<file path="config.mk">
export PLATFORM = sky130hd
export DESIGN_NAME = integer_literal_parser_top
export DESIGN_NICKNAME = d
export VERILOG_FILES = /design/src/rtl/ilp_pkg.sv /design/src/rtl/ilp_step.sv /design/src/rtl/integer_literal_parser_top.sv
export SDC_FILE = /design/constraint.sdc
export NUM_CORES = 1
export LEC_CHECK = 0
export BUFFER_PORTS_ARGS = -buffer_cell sky130_fd_sc_hd__buf_4
export CORE_ASPECT_RATIO = 2
export CORE_UTILIZATION = 38
export CTS_CLUSTER_DIAMETER = 80
export CTS_CLUSTER_SIZE = 16
export DETAILED_ROUTE_END_ITERATION = 8
export PLACE_DENSITY = 0.65
export SYNTH_ARGS = -nofsm -noshare
export SYNTH_HDL_FRONTEND = slang
export SYNTH_SLANG_ARGS = --single-unit
</file>
<file path="constraint.sdc">
create_clock -name clk_i -period 16.9 [get_ports clk_i]
set_input_delay 0.845 -clock clk_i [delete_from_list [all_inputs] [get_ports clk_i]]
set_output_delay 0.845 -clock clk_i [all_outputs]
set_load 0.1 [all_outputs]
</file>
<file path="src/rtl/ilp_pkg.sv">
// shared types, codes and character helpers for the integer literal parser
package ilp_pkg;

  localparam int INT_BITS_DEF = 64;
  localparam int VALUE_W      = 64;
  localparam int CH_W         = 8;
  localparam int STATUS_W     = 2;
  localparam int DIGIT_W      = 5;

  typedef enum logic [2:0] {
    PH_START,
    PH_SIGNED,
    PH_ZERO,
    PH_DIGITS,
    PH_DISCARD
  } phase_e;

  typedef enum logic [1:0] {
    RX_DEC,
    RX_HEX,
    RX_OCT,
    RX_BIN
  } radix_e;

  typedef enum logic [1:0] {
    ST_OK  = 2'd0,
    ST_FMT = 2'd1,
    ST_OVF = 2'd2
  } status_e;

  // input word
  typedef struct packed {
    logic [CH_W-1:0] ch;
    logic            last_char;
  } in_t;

  // output word
  typedef struct packed {
    logic signed [VALUE_W-1:0] value;
    logic [STATUS_W-1:0]       status;
  } out_t;

  // per-literal control state
  typedef struct packed {
    phase_e phase;
    radix_e radix;
    logic   neg;
    logic   prev_us;
    logic   seen;
  } ctl_t;

  // result control travelling with the magnitude
  typedef struct packed {
    logic    neg;
    status_e status;
  } res_t;

  localparam ctl_t CTL_CLEAR = '{
    phase:   PH_START,
    radix:   RX_DEC,
    neg:     1'b0,
    prev_us: 1'b0,
    seen:    1'b0
  };

  localparam logic [CH_W-1:0] CH_SPACE = 8'h20;
  localparam logic [CH_W-1:0] CH_TAB   = 8'h09;
  localparam logic [CH_W-1:0] CH_CR    = 8'h0D;
  localparam logic [CH_W-1:0] CH_PLUS  = 8'h2B;
  localparam logic [CH_W-1:0] CH_MINUS = 8'h2D;
  localparam logic [CH_W-1:0] CH_0     = 8'h30;
  localparam logic [CH_W-1:0] CH_1     = 8'h31;
  localparam logic [CH_W-1:0] CH_7     = 8'h37;
  localparam logic [CH_W-1:0] CH_9     = 8'h39;
  localparam logic [CH_W-1:0] CH_UA    = 8'h41;
  localparam logic [CH_W-1:0] CH_UF    = 8'h46;
  localparam logic [CH_W-1:0] CH_US    = 8'h5F;
  localparam logic [CH_W-1:0] CH_LA    = 8'h61;
  localparam logic [CH_W-1:0] CH_LB    = 8'h62;
  localparam logic [CH_W-1:0] CH_LF    = 8'h66;
  localparam logic [CH_W-1:0] CH_LO    = 8'h6F;
  localparam logic [CH_W-1:0] CH_LX    = 8'h78;

  localparam logic [DIGIT_W-1:0] NO_DIGIT = 5'd16;
  localparam logic [DIGIT_W-1:0] DEC_MAX  = 5'd9;
  localparam logic [DIGIT_W-1:0] OCT_MAX  = 5'd7;
  localparam logic [DIGIT_W-1:0] BIN_MAX  = 5'd1;
  localparam logic [DIGIT_W-1:0] HEX_MAX  = 5'd15;

  // space, tab, newline, vertical tab, form feed, return
  function automatic logic is_ws(logic [CH_W-1:0] c);
    return (c == CH_SPACE) || (c >= CH_TAB && c <= CH_CR);
  endfunction

  // hex digit value, NO_DIGIT when none
  function automatic logic [DIGIT_W-1:0] hex_value(logic [CH_W-1:0] c);
    logic [CH_W-1:0] v;
    v = CH_W'(NO_DIGIT);
    if (c >= CH_0 && c <= CH_9) begin
      v = c - CH_0;
    end else if (c >= CH_LA && c <= CH_LF) begin
      v = c - (CH_LA - CH_W'(10));
    end else if (c >= CH_UA && c <= CH_UF) begin
      v = c - (CH_UA - CH_W'(10));
    end
    return v[DIGIT_W-1:0];
  endfunction

endpackage

</file>
<file path="src/rtl/ilp_step.sv">
// one-character parse step: next literal state and the result it ends with
module ilp_step #(
  parameter int INT_BITS = ilp_pkg::INT_BITS_DEF,
  parameter int BITS_W   = $clog2(INT_BITS + 5)
) (
  input  ilp_pkg::ctl_t                  ctl_i,
  input  logic [INT_BITS-1:0]            acc_i,
  input  logic [BITS_W-1:0]              bits_i,
  input  logic [ilp_pkg::CH_W-1:0]       ch_i,
  input  logic                           last_i,
  output ilp_pkg::ctl_t                  ctl_o,
  output logic [INT_BITS-1:0]            acc_o,
  output logic [BITS_W-1:0]              bits_o,
  output logic                           res_valid_o,
  output ilp_pkg::res_t                  res_o,
  output logic [INT_BITS-1:0]            res_mag_o
);
  import ilp_pkg::*;

  logic                   ws;
  logic                   is_19;
  logic [DIGIT_W-1:0]     hv;
  logic                   digit_ok;
  logic [INT_BITS:0]      limit;
  logic [INT_BITS+3:0]    dec_sum;
  logic                   dec_ovf;
  logic [INT_BITS-1:0]    pref_acc;
  logic [BITS_W-1:0]      pref_bits;
  logic                   pref_ovf;

  ctl_t                   upd_ctl;
  logic [INT_BITS-1:0]    upd_acc;
  logic [BITS_W-1:0]      upd_bits;
  status_e                st;
  logic                   fin;
  logic                   skip;
  logic                   take_digit;

  assign ws    = is_ws(ch_i);
  assign is_19 = (ch_i >= CH_1) && (ch_i <= CH_9);
  assign hv    = hex_value(ch_i);

  always_comb begin
    case (ctl_i.radix)
      RX_DEC:  digit_ok = (hv <= DEC_MAX);
      RX_OCT:  digit_ok = (hv <= OCT_MAX);
      RX_BIN:  digit_ok = (hv <= BIN_MAX);
      default: digit_ok = (hv <= HEX_MAX);
    endcase
  end

  // decimal: acc*10 + d against the signed range of the sign seen
  assign limit   = ((INT_BITS+1)'(1) << (INT_BITS - 1)) - (INT_BITS+1)'(!ctl_i.neg);
  assign dec_sum = {1'b0, acc_i, 3'b000} + {3'b000, acc_i, 1'b0}
                 + (INT_BITS+4)'(hv[3:0]);
  assign dec_ovf = (dec_sum > {3'b000, limit});

  // prefixed: shift in whole bits and count them
  always_comb begin
    case (ctl_i.radix)
      RX_HEX: begin
        pref_acc  = {acc_i[INT_BITS-5:0], hv[3:0]};
        pref_bits = bits_i + BITS_W'(4);
      end
      RX_OCT: begin
        pref_acc  = {acc_i[INT_BITS-4:0], hv[2:0]};
        pref_bits = bits_i + BITS_W'(3);
      end
      default: begin
        pref_acc  = {acc_i[INT_BITS-2:0], hv[0]};
        pref_bits = bits_i + BITS_W'(1);
      end
    endcase
  end
  assign pref_ovf = (pref_bits >= BITS_W'(INT_BITS));

  // decode the character against the current phase
  always_comb begin
    upd_ctl    = ctl_i;
    upd_acc    = acc_i;
    upd_bits   = bits_i;
    st         = ST_OK;
    fin        = 1'b0;
    skip       = 1'b0;
    take_digit = 1'b0;
    case (ctl_i.phase)
      PH_START: begin
        if (ws) begin
          skip = 1'b1;
        end else if (ch_i == CH_PLUS || ch_i == CH_MINUS) begin
          upd_ctl.neg   = (ch_i == CH_MINUS);
          upd_ctl.phase = PH_SIGNED;
        end else if (ch_i == CH_0) begin
          upd_ctl.phase = PH_ZERO;
        end else if (is_19) begin
          upd_ctl.radix = RX_DEC;
          upd_ctl.phase = PH_DIGITS;
          take_digit    = 1'b1;
        end else begin
          st = ST_FMT;
        end
      end
      PH_SIGNED: begin
        if (is_19) begin
          upd_ctl.radix = RX_DEC;
          upd_ctl.phase = PH_DIGITS;
          take_digit    = 1'b1;
        end else begin
          st = ST_FMT;
        end
      end
      PH_ZERO: begin
        if (ws) begin
          fin = 1'b1;
        end else if (ch_i == CH_LX) begin
          upd_ctl.radix = RX_HEX;
          upd_ctl.phase = PH_DIGITS;
        end else if (ch_i == CH_LO) begin
          upd_ctl.radix = RX_OCT;
          upd_ctl.phase = PH_DIGITS;
        end else if (ch_i == CH_LB) begin
          upd_ctl.radix = RX_BIN;
          upd_ctl.phase = PH_DIGITS;
        end else begin
          st = ST_FMT;
        end
      end
      PH_DIGITS: begin
        if (ws) begin
          fin = 1'b1;
        end else if (ch_i == CH_US) begin
          if (!ctl_i.seen || ctl_i.prev_us) begin
            st = ST_FMT;
          end else begin
            upd_ctl.prev_us = 1'b1;
          end
        end else if (digit_ok) begin
          take_digit = 1'b1;
        end else begin
          st = ST_FMT;
        end
      end
      default: begin
        skip = 1'b1;
      end
    endcase

    if (take_digit) begin
      upd_ctl.seen    = 1'b1;
      upd_ctl.prev_us = 1'b0;
      if (upd_ctl.radix == RX_DEC) begin
        if (dec_ovf) begin
          st = ST_OVF;
        end else begin
          upd_acc = dec_sum[INT_BITS-1:0];
        end
      end else begin
        upd_acc  = pref_acc;
        upd_bits = pref_bits;
        if (pref_ovf) begin
          st = ST_OVF;
        end
      end
    end
  end

  // next state
  always_comb begin
    ctl_o  = CTL_CLEAR;
    acc_o  = '0;
    bits_o = '0;
    if (skip) begin
      if (ctl_i.phase == PH_DISCARD && !(ws || last_i)) begin
        ctl_o  = ctl_i;
        acc_o  = acc_i;
        bits_o = bits_i;
      end
    end else if (st != ST_OK) begin
      if (!(ws || last_i)) begin
        ctl_o.phase = PH_DISCARD;
      end
    end else if (!(fin || last_i)) begin
      ctl_o  = upd_ctl;
      acc_o  = upd_acc;
      bits_o = upd_bits;
    end
  end

  // result
  always_comb begin
    res_valid_o = !skip && ((st != ST_OK) || fin || last_i);
    res_o       = '{neg: 1'b0, status: ST_FMT};
    res_mag_o   = '0;
    if (st != ST_OK) begin
      res_o.status = st;
    end else if (upd_ctl.phase == PH_ZERO) begin
      res_o.status = ST_OK;
    end else if (upd_ctl.phase == PH_DIGITS && upd_ctl.seen && !upd_ctl.prev_us) begin
      res_o     = '{neg: upd_ctl.neg, status: ST_OK};
      res_mag_o = upd_acc;
    end
  end

endmodule

</file>
<file path="src/rtl/integer_literal_parser_top.sv">
// integer literal parser: character stream in, value and status out
//
//  channel  direction  handshake               word
//  in       input      in_valid_i/in_ready_o   in_data_i  (ch, last_char)
//  out      output     out_valid_o/out_ready_i out_data_o (value, status)
//
// one character is taken per cycle while in_ready_o is high; its result, if any,
// is registered in the main output slot, or in the skid slot while the main slot
// is held; the single decimal multiply-add and range compare sit between the
// literal state and the output slots. reset clears the literal state and both output slots
// a two-slot output (main register plus skid) keeps input flowing while a
// result waits; in_ready_o drops only while the skid slot is occupied
module integer_literal_parser_top #(
  parameter int INT_BITS = ilp_pkg::INT_BITS_DEF
) (
  input  logic         clk_i,
  input  logic         rst_ni,
  input  logic         in_valid_i,
  output logic         in_ready_o,
  input  ilp_pkg::in_t in_data_i,
  output logic         out_valid_o,
  input  logic         out_ready_i,
  output ilp_pkg::out_t out_data_o
);
  import ilp_pkg::*;

  localparam int BitsW = $clog2(INT_BITS + 5);

  // literal state
  ctl_t                ctl_q, ctl_d;
  logic [INT_BITS-1:0] acc_q, acc_d;
  logic [BitsW-1:0]    bits_q, bits_d;

  // result of the current character
  logic                res_valid;
  res_t                res;
  logic [INT_BITS-1:0] res_mag;

  // output slots
  logic                out_valid_q, out_valid_d;
  logic                skid_valid_q, skid_valid_d;
  res_t                out_res_q, out_res_d;
  res_t                skid_res_q, skid_res_d;
  logic [INT_BITS-1:0] out_mag_q, out_mag_d;
  logic [INT_BITS-1:0] skid_mag_q, skid_mag_d;

  logic                in_fire;
  logic                out_take;
  logic                new_res;
  logic [INT_BITS-1:0] signed_val;

  assign in_ready_o = !skid_valid_q;
  assign in_fire    = in_valid_i && in_ready_o;
  assign out_take   = out_valid_q && out_ready_i;
  assign new_res    = in_fire && res_valid;

  ilp_step #(
    .INT_BITS (INT_BITS),
    .BITS_W   (BitsW)
  ) u_step (
    .ctl_i       (ctl_q),
    .acc_i       (acc_q),
    .bits_i      (bits_q),
    .ch_i        (in_data_i.ch),
    .last_i      (in_data_i.last_char),
    .ctl_o       (ctl_d),
    .acc_o       (acc_d),
    .bits_o      (bits_d),
    .res_valid_o (res_valid),
    .res_o       (res),
    .res_mag_o   (res_mag)
  );

  // literal state advances on each accepted character
  always_ff @(posedge clk_i or negedge rst_ni) begin
    if (!rst_ni) begin
      ctl_q  <= CTL_CLEAR;
      acc_q  <= '0;
      bits_q <= '0;
    end else if (in_fire) begin
      ctl_q  <= ctl_d;
      acc_q  <= acc_d;
      bits_q <= bits_d;
    end
  end

  // output slot control: skid drains into main, else new result fills
  // main when it is free or being taken, else parks in the skid
  always_comb begin
    out_valid_d  = out_valid_q;
    skid_valid_d = skid_valid_q;
    out_res_d    = out_res_q;
    out_mag_d    = out_mag_q;
    skid_res_d   = skid_res_q;
    skid_mag_d   = skid_mag_q;
    if (skid_valid_q) begin
      if (out_take) begin
        out_res_d    = skid_res_q;
        out_mag_d    = skid_mag_q;
        skid_valid_d = 1'b0;
      end
    end else if (!out_valid_q || out_take) begin
      out_valid_d = new_res;
      out_res_d   = res;
      out_mag_d   = res_mag;
    end else if (new_res) begin
      skid_valid_d = 1'b1;
      skid_res_d   = res;
      skid_mag_d   = res_mag;
    end
  end

  always_ff @(posedge clk_i or negedge rst_ni) begin
    if (!rst_ni) begin
      out_valid_q  <= 1'b0;
      skid_valid_q <= 1'b0;
    end else begin
      out_valid_q  <= out_valid_d;
      skid_valid_q <= skid_valid_d;
    end
  end

  always_ff @(posedge clk_i) begin
    out_res_q  <= out_res_d;
    out_mag_q  <= out_mag_d;
    skid_res_q <= skid_res_d;
    skid_mag_q <= skid_mag_d;
  end

  // magnitude and sign to two's complement, sign extended to the port
  assign signed_val        = out_res_q.neg ? (~out_mag_q + INT_BITS'(1)) : out_mag_q;
  assign out_valid_o       = out_valid_q;
  assign out_data_o.value  = VALUE_W'($signed(signed_val));
  assign out_data_o.status = out_res_q.status;

  // the skid slot is only ever occupied behind a held main slot
  a_skid_behind_main: assert property (
    @(posedge clk_i) disable iff (!rst_ni)
    skid_valid_q |-> out_valid_q
  ) else $error("skid slot valid with main slot empty");

  // the skid slot fills only when the main slot was stalled
  a_skid_fill_on_stall: assert property (
    @(posedge clk_i) disable iff (!rst_ni)
    $rose(skid_valid_q) |-> $past(out_valid_q && !out_ready_i)
  ) else $error("skid slot filled without a stalled main slot");

  // any error result carries a zero value
  a_error_zero: assert property (
    @(posedge clk_i) disable iff (!rst_ni)
    (out_valid_o && out_data_o.status != ST_OK) |-> (out_data_o.value == '0)
  ) else $error("error result with non-zero value");

endmodule

</file>
==> run_results.csv <==
group,metric,value,unit
run_status,status,"completed",
placed_design,gp_congestion,0.958,
finish,fill_cells,4779,
setup_path,cp_data_required_time,17210,ps
pwr,ir_drop,0.000246,V
global_route,grt_pass1_wl,93.0,mm
logic_synthesis,seq_area_frac_synth,32.3,%
finish,layoutNonFillerInstCount,2741,
timing,finalSetupTns,0,ps
pwr,clkPwrFrac,14.1,%
logic_synthesis,synthFlopType,"edfxtp_1",
timing,timing.fmax,0.0990,GHz
clocking,clock_latency,530,ps
setup_path,reg2reg_to,"out_mag_q[7]",
route,dr.pass1.iters,9,
clocking,hold_buffers,0,
global_route,grt_overflow,0,
setup_path,timing.critical_path.from_type,"input pin",
pwr,p_leak,8.30,nW
logic_synthesis,ys_types,88,
logic_synthesis,synth_nets,2323,
setup_path,worst_r2r_startpoint,"acc_q[0]",
route,ant_nets,0,
finish,drive_above_1_share,8.04,%
logic_synthesis,synthTopCellsByArea,"edfxtp_1, ha_1, dfrtp_1",
logic_synthesis,netlist_instances,2105,
setup_path,reg2reg_slack,8260,ps
logic_synthesis,synth.avg_cell_area,8.90,µm²
setup_path,slowest_delay,750,ps
setup_path,end_kind,"flip-flop",
global_route,grt_max_degree,72,
timing,relSlewSlack,12.7,%
setup_path,arrival,10420,ps
placed_design,dp.cells,2712,
pwr,internal-power,1.23,mW
placed_design,io_buffers,80,
finish,syn2layout_area_growth,8.49,%
route,post_drt_via_cell_ratio,6.17,
route,wirelength,59.7,mm
logic_synthesis,synth_edf_count,134,
timing,clock_skew,26.7,ps
logic_synthesis,yosysTopAreaCellShare,21.5,%
clocking,cts_tree,"built",
job,drv_cap,0,
timing,worstMarginPinSlew,1310,ps
clocking,clk_pin_slew,80,ps
clocking,cts.sinks,215,
timing,rsz0062_at_grt,"false",
floorplanning,die_area,50300,µm²
timing,slew_violations,0,
timing,finalCriticalPeriod,10110,ps
clocking,postCtsSetupBuffers,0,
route,wire_per_inst,21.8,µm
route,vias,16900,
setup_path,crit_top_cell,"o21ai_0",
logic_synthesis,synth-async-reset-ratio,37.7,%
pwr,swShare,57.0,%
clocking,cts_max_level,1,
clocking,cts_buffer_depth,3,
timing,finalCritPeriodShare,59.8,%
finish,nets,2311,
global_route,antenna_found_initial,0,
timing,hold_violations,0,
setup_path,slowest_stage,"nand2b_1",
floorplanning,core-area,48500,µm²
pwr,p_switching,1.63,mW
floorplanning,start_util,38.6,%
setup_path,critical_path_class,"in2reg",
floorplanning,dieWidth,159,µm
setup_path,ff2ff_path_depth,28,
placed_design,hpwl,44.5,mm
clocking,cts_root_buf,"clkbuf_16",
logic_synthesis,netlist_area,18700,µm²
pwr,pwr-share-comb,59.0,%
floorplanning,fp.dieH,316,µm
hold_path,min_path_type,"in2async",
clocking,cts_resized,0,
logic_synthesis,ys_warn_count,0,
timing,setup_violations,0,
floorplanning,ioPinCount,81,
pwr,pwr-share-seq,26.9,%
floorplanning,fp-row-count,114,
clocking,cts_buffers,17,
global_route,first_global_vias,17000,
setup_path,critPathMaxFanout,69,
route,drt_drc_violations_left,0,
logic_synthesis,ys_ff_latch,215,
global_route,grtUsageTotal,23.2,%
logic_synthesis,yosys.area.top_type,"edfxtp_1",
route,first_iter_violations,1187,
pwr,p_per_area,141,nW/µm²
finish,diodes,0,
[registers in the layout, indices dropped and copies added, names as in the netlist]
signal and count:
acc_q 64, out_mag_q 64, skid_mag_q 64, ctl_q 8, bits_q 7, skid_res_q 3, out_data_o 2, out_res_q 1
out_valid_o 1, skid_valid_q 1
[area by class of cell]
type                            count  area (µm²)  area share (%)
Timing Repair Buffer              101         758            3.73
Clock buffer                       26         459            2.26
Multi-Input combinational cell   1713       12000            59.2
Sequential cell                   215        6050            29.8
Inverter                           45         169           0.831
Clock inverter                      3        46.3           0.228
Tap cell                          638         798            3.93
[kinds of logic (layout without fill, tap and decap cells)]
| group | Yosys count | in the layout | synth area share [%] |
|---|---|---|---|
| AND/OR/NAND/NOR | 580 | 580 | 15.1 |
| AO/OA/AOI/OAI | 794 | 794 | 28.6 |
| flip-flops | 215 | 215 | 32.3 |
| multiplexers | 7 | 7 | 0.407 |
| buffers and inverters | 177 | 175 | 3.84 |
| XOR/XNOR | 127 | 127 | 5.94 |
| adder cells (fa/ha/maj) | 205 | 205 | 13.8 |
[worst max path at each step]
stage / from / end / slack, ps / cells past startpoint
6_report: in_data_i[2] / out_mag_q[7] / 6790 / 38
5_1_grt: in_data_i[2] / out_mag_q[7] / 6100 / 37
4_1_cts: in_data_i[2] / out_mag_q[7] / 6920 / 38
3_5_place_dp: in_data_i[2] / out_mag_q[7] / 6430 / 38
3_3_place_gp: in_data_i[2] / out_mag_q[28] / 6650 / 38
2_1_floorplan: in_data_i[2] / skid_mag_q[0] / 4650 / 34
[critical path: cells and delay by family]
kind / cells / cell delay, ps
AND/OR/NAND/NOR: 9 / 2270
AO/OA/AOI/OAI: 16 / 4310
XOR/XNOR: 1 / 240
buffers and inverters: 7 / 1160
adder cells (fa/ha/maj): 5 / 1520
[cell usage after synthesis (all sizes together), types with 8 or more instances]
library cell / instances
a211oi: 11
a21boi: 24
a21o: 31
a21oi: 192
a22o: 75
a22oi: 101
a31oi: 15
a32oi: 23
and2: 9
and3: 14
buf: 35
clkbuf: 97
dfrtp: 81
edfxtp: 134
ha: 202
inv: 44
nand2: 178
nand2b: 20
nand3: 24
nand4: 35
nor2: 164
nor2b: 45
nor3: 20
nor4: 9
o211ai: 11
o21a: 14
o21ai: 153
o21bai: 10
o22ai: 8
o2bb2ai: 33
o31ai: 27
o41ai: 13
or2: 12
or3: 13
or4: 16
xnor2: 96
xor2: 31
[through the flow]
step | power [mW] | hold slack (ps) | util (%) | cell area (µm²) | worst slack (ps)
3_5_place_dp | 2.48 | 499 | 40.9 | 19800 | 6430
6_report | 2.87 | 305 | 41.9 | 20300 | 6790
5_1_grt | 2.96 | 349 | 41.9 | 20300 | 6100
3_3_place_gp | 2.46 | 505 | 40.9 | 19800 | 6650
4_1_cts | 2.88 | 318 | 41.9 | 20300 | 6920
2_1_floorplan | 2.15 | 480 | - | 18700 | 4650
[metal layers]
metal / up-vias / part of all wire [%] / global-route usage (%)
li1: 7987 / - / -
met1: 8144 / 37 / 24.6
met2: 584 / 52 / 44.1
met3: 204 / 4.0 / 1.40
met4: 0 / 6.8 / 15.7
met5: - / 0 / 0
[power by group through the flow]
stage / Combinational (mW) / Sequential (mW) / Clock, mW
2_1_floorplan: 1.37 / 0.783 / 0
5_1_grt: 1.75 / 0.782 / 0.428
6_report: 1.69 / 0.770 / 0.404
3_5_place_dp: 1.70 / 0.780 / 0
4_1_cts: 1.70 / 0.769 / 0.413
3_3_place_gp: 1.69 / 0.774 / 0
[layout by cell type (no fill, tap or decap), types with 12 or more instances in the layout]
cell	count
a21boi_1	20
a21o_1	29
a21oi_1	191
a22o_1	75
a22oi_1	101
a31oi_1	15
a32oi_1	23
and3_1	14
buf_4	101
clkbuf_16	17
dfrtp_1	79
edfxtp_1	134
ha_1	199
inv_1	44
nand2_1	178
nand2b_1	20
nand3_1	24
nand4_1	35
nor2_1	160
nor2b_1	45
nor3_1	18
o21a_1	14
o21ai_0	116
o21ai_1	36
o2bb2ai_1	33
o31ai_1	25
or3_1	12
or4_1	12
xnor2_1	96
xor2_1	31
No activity file was read; power rests on OpenSTA's default activity.
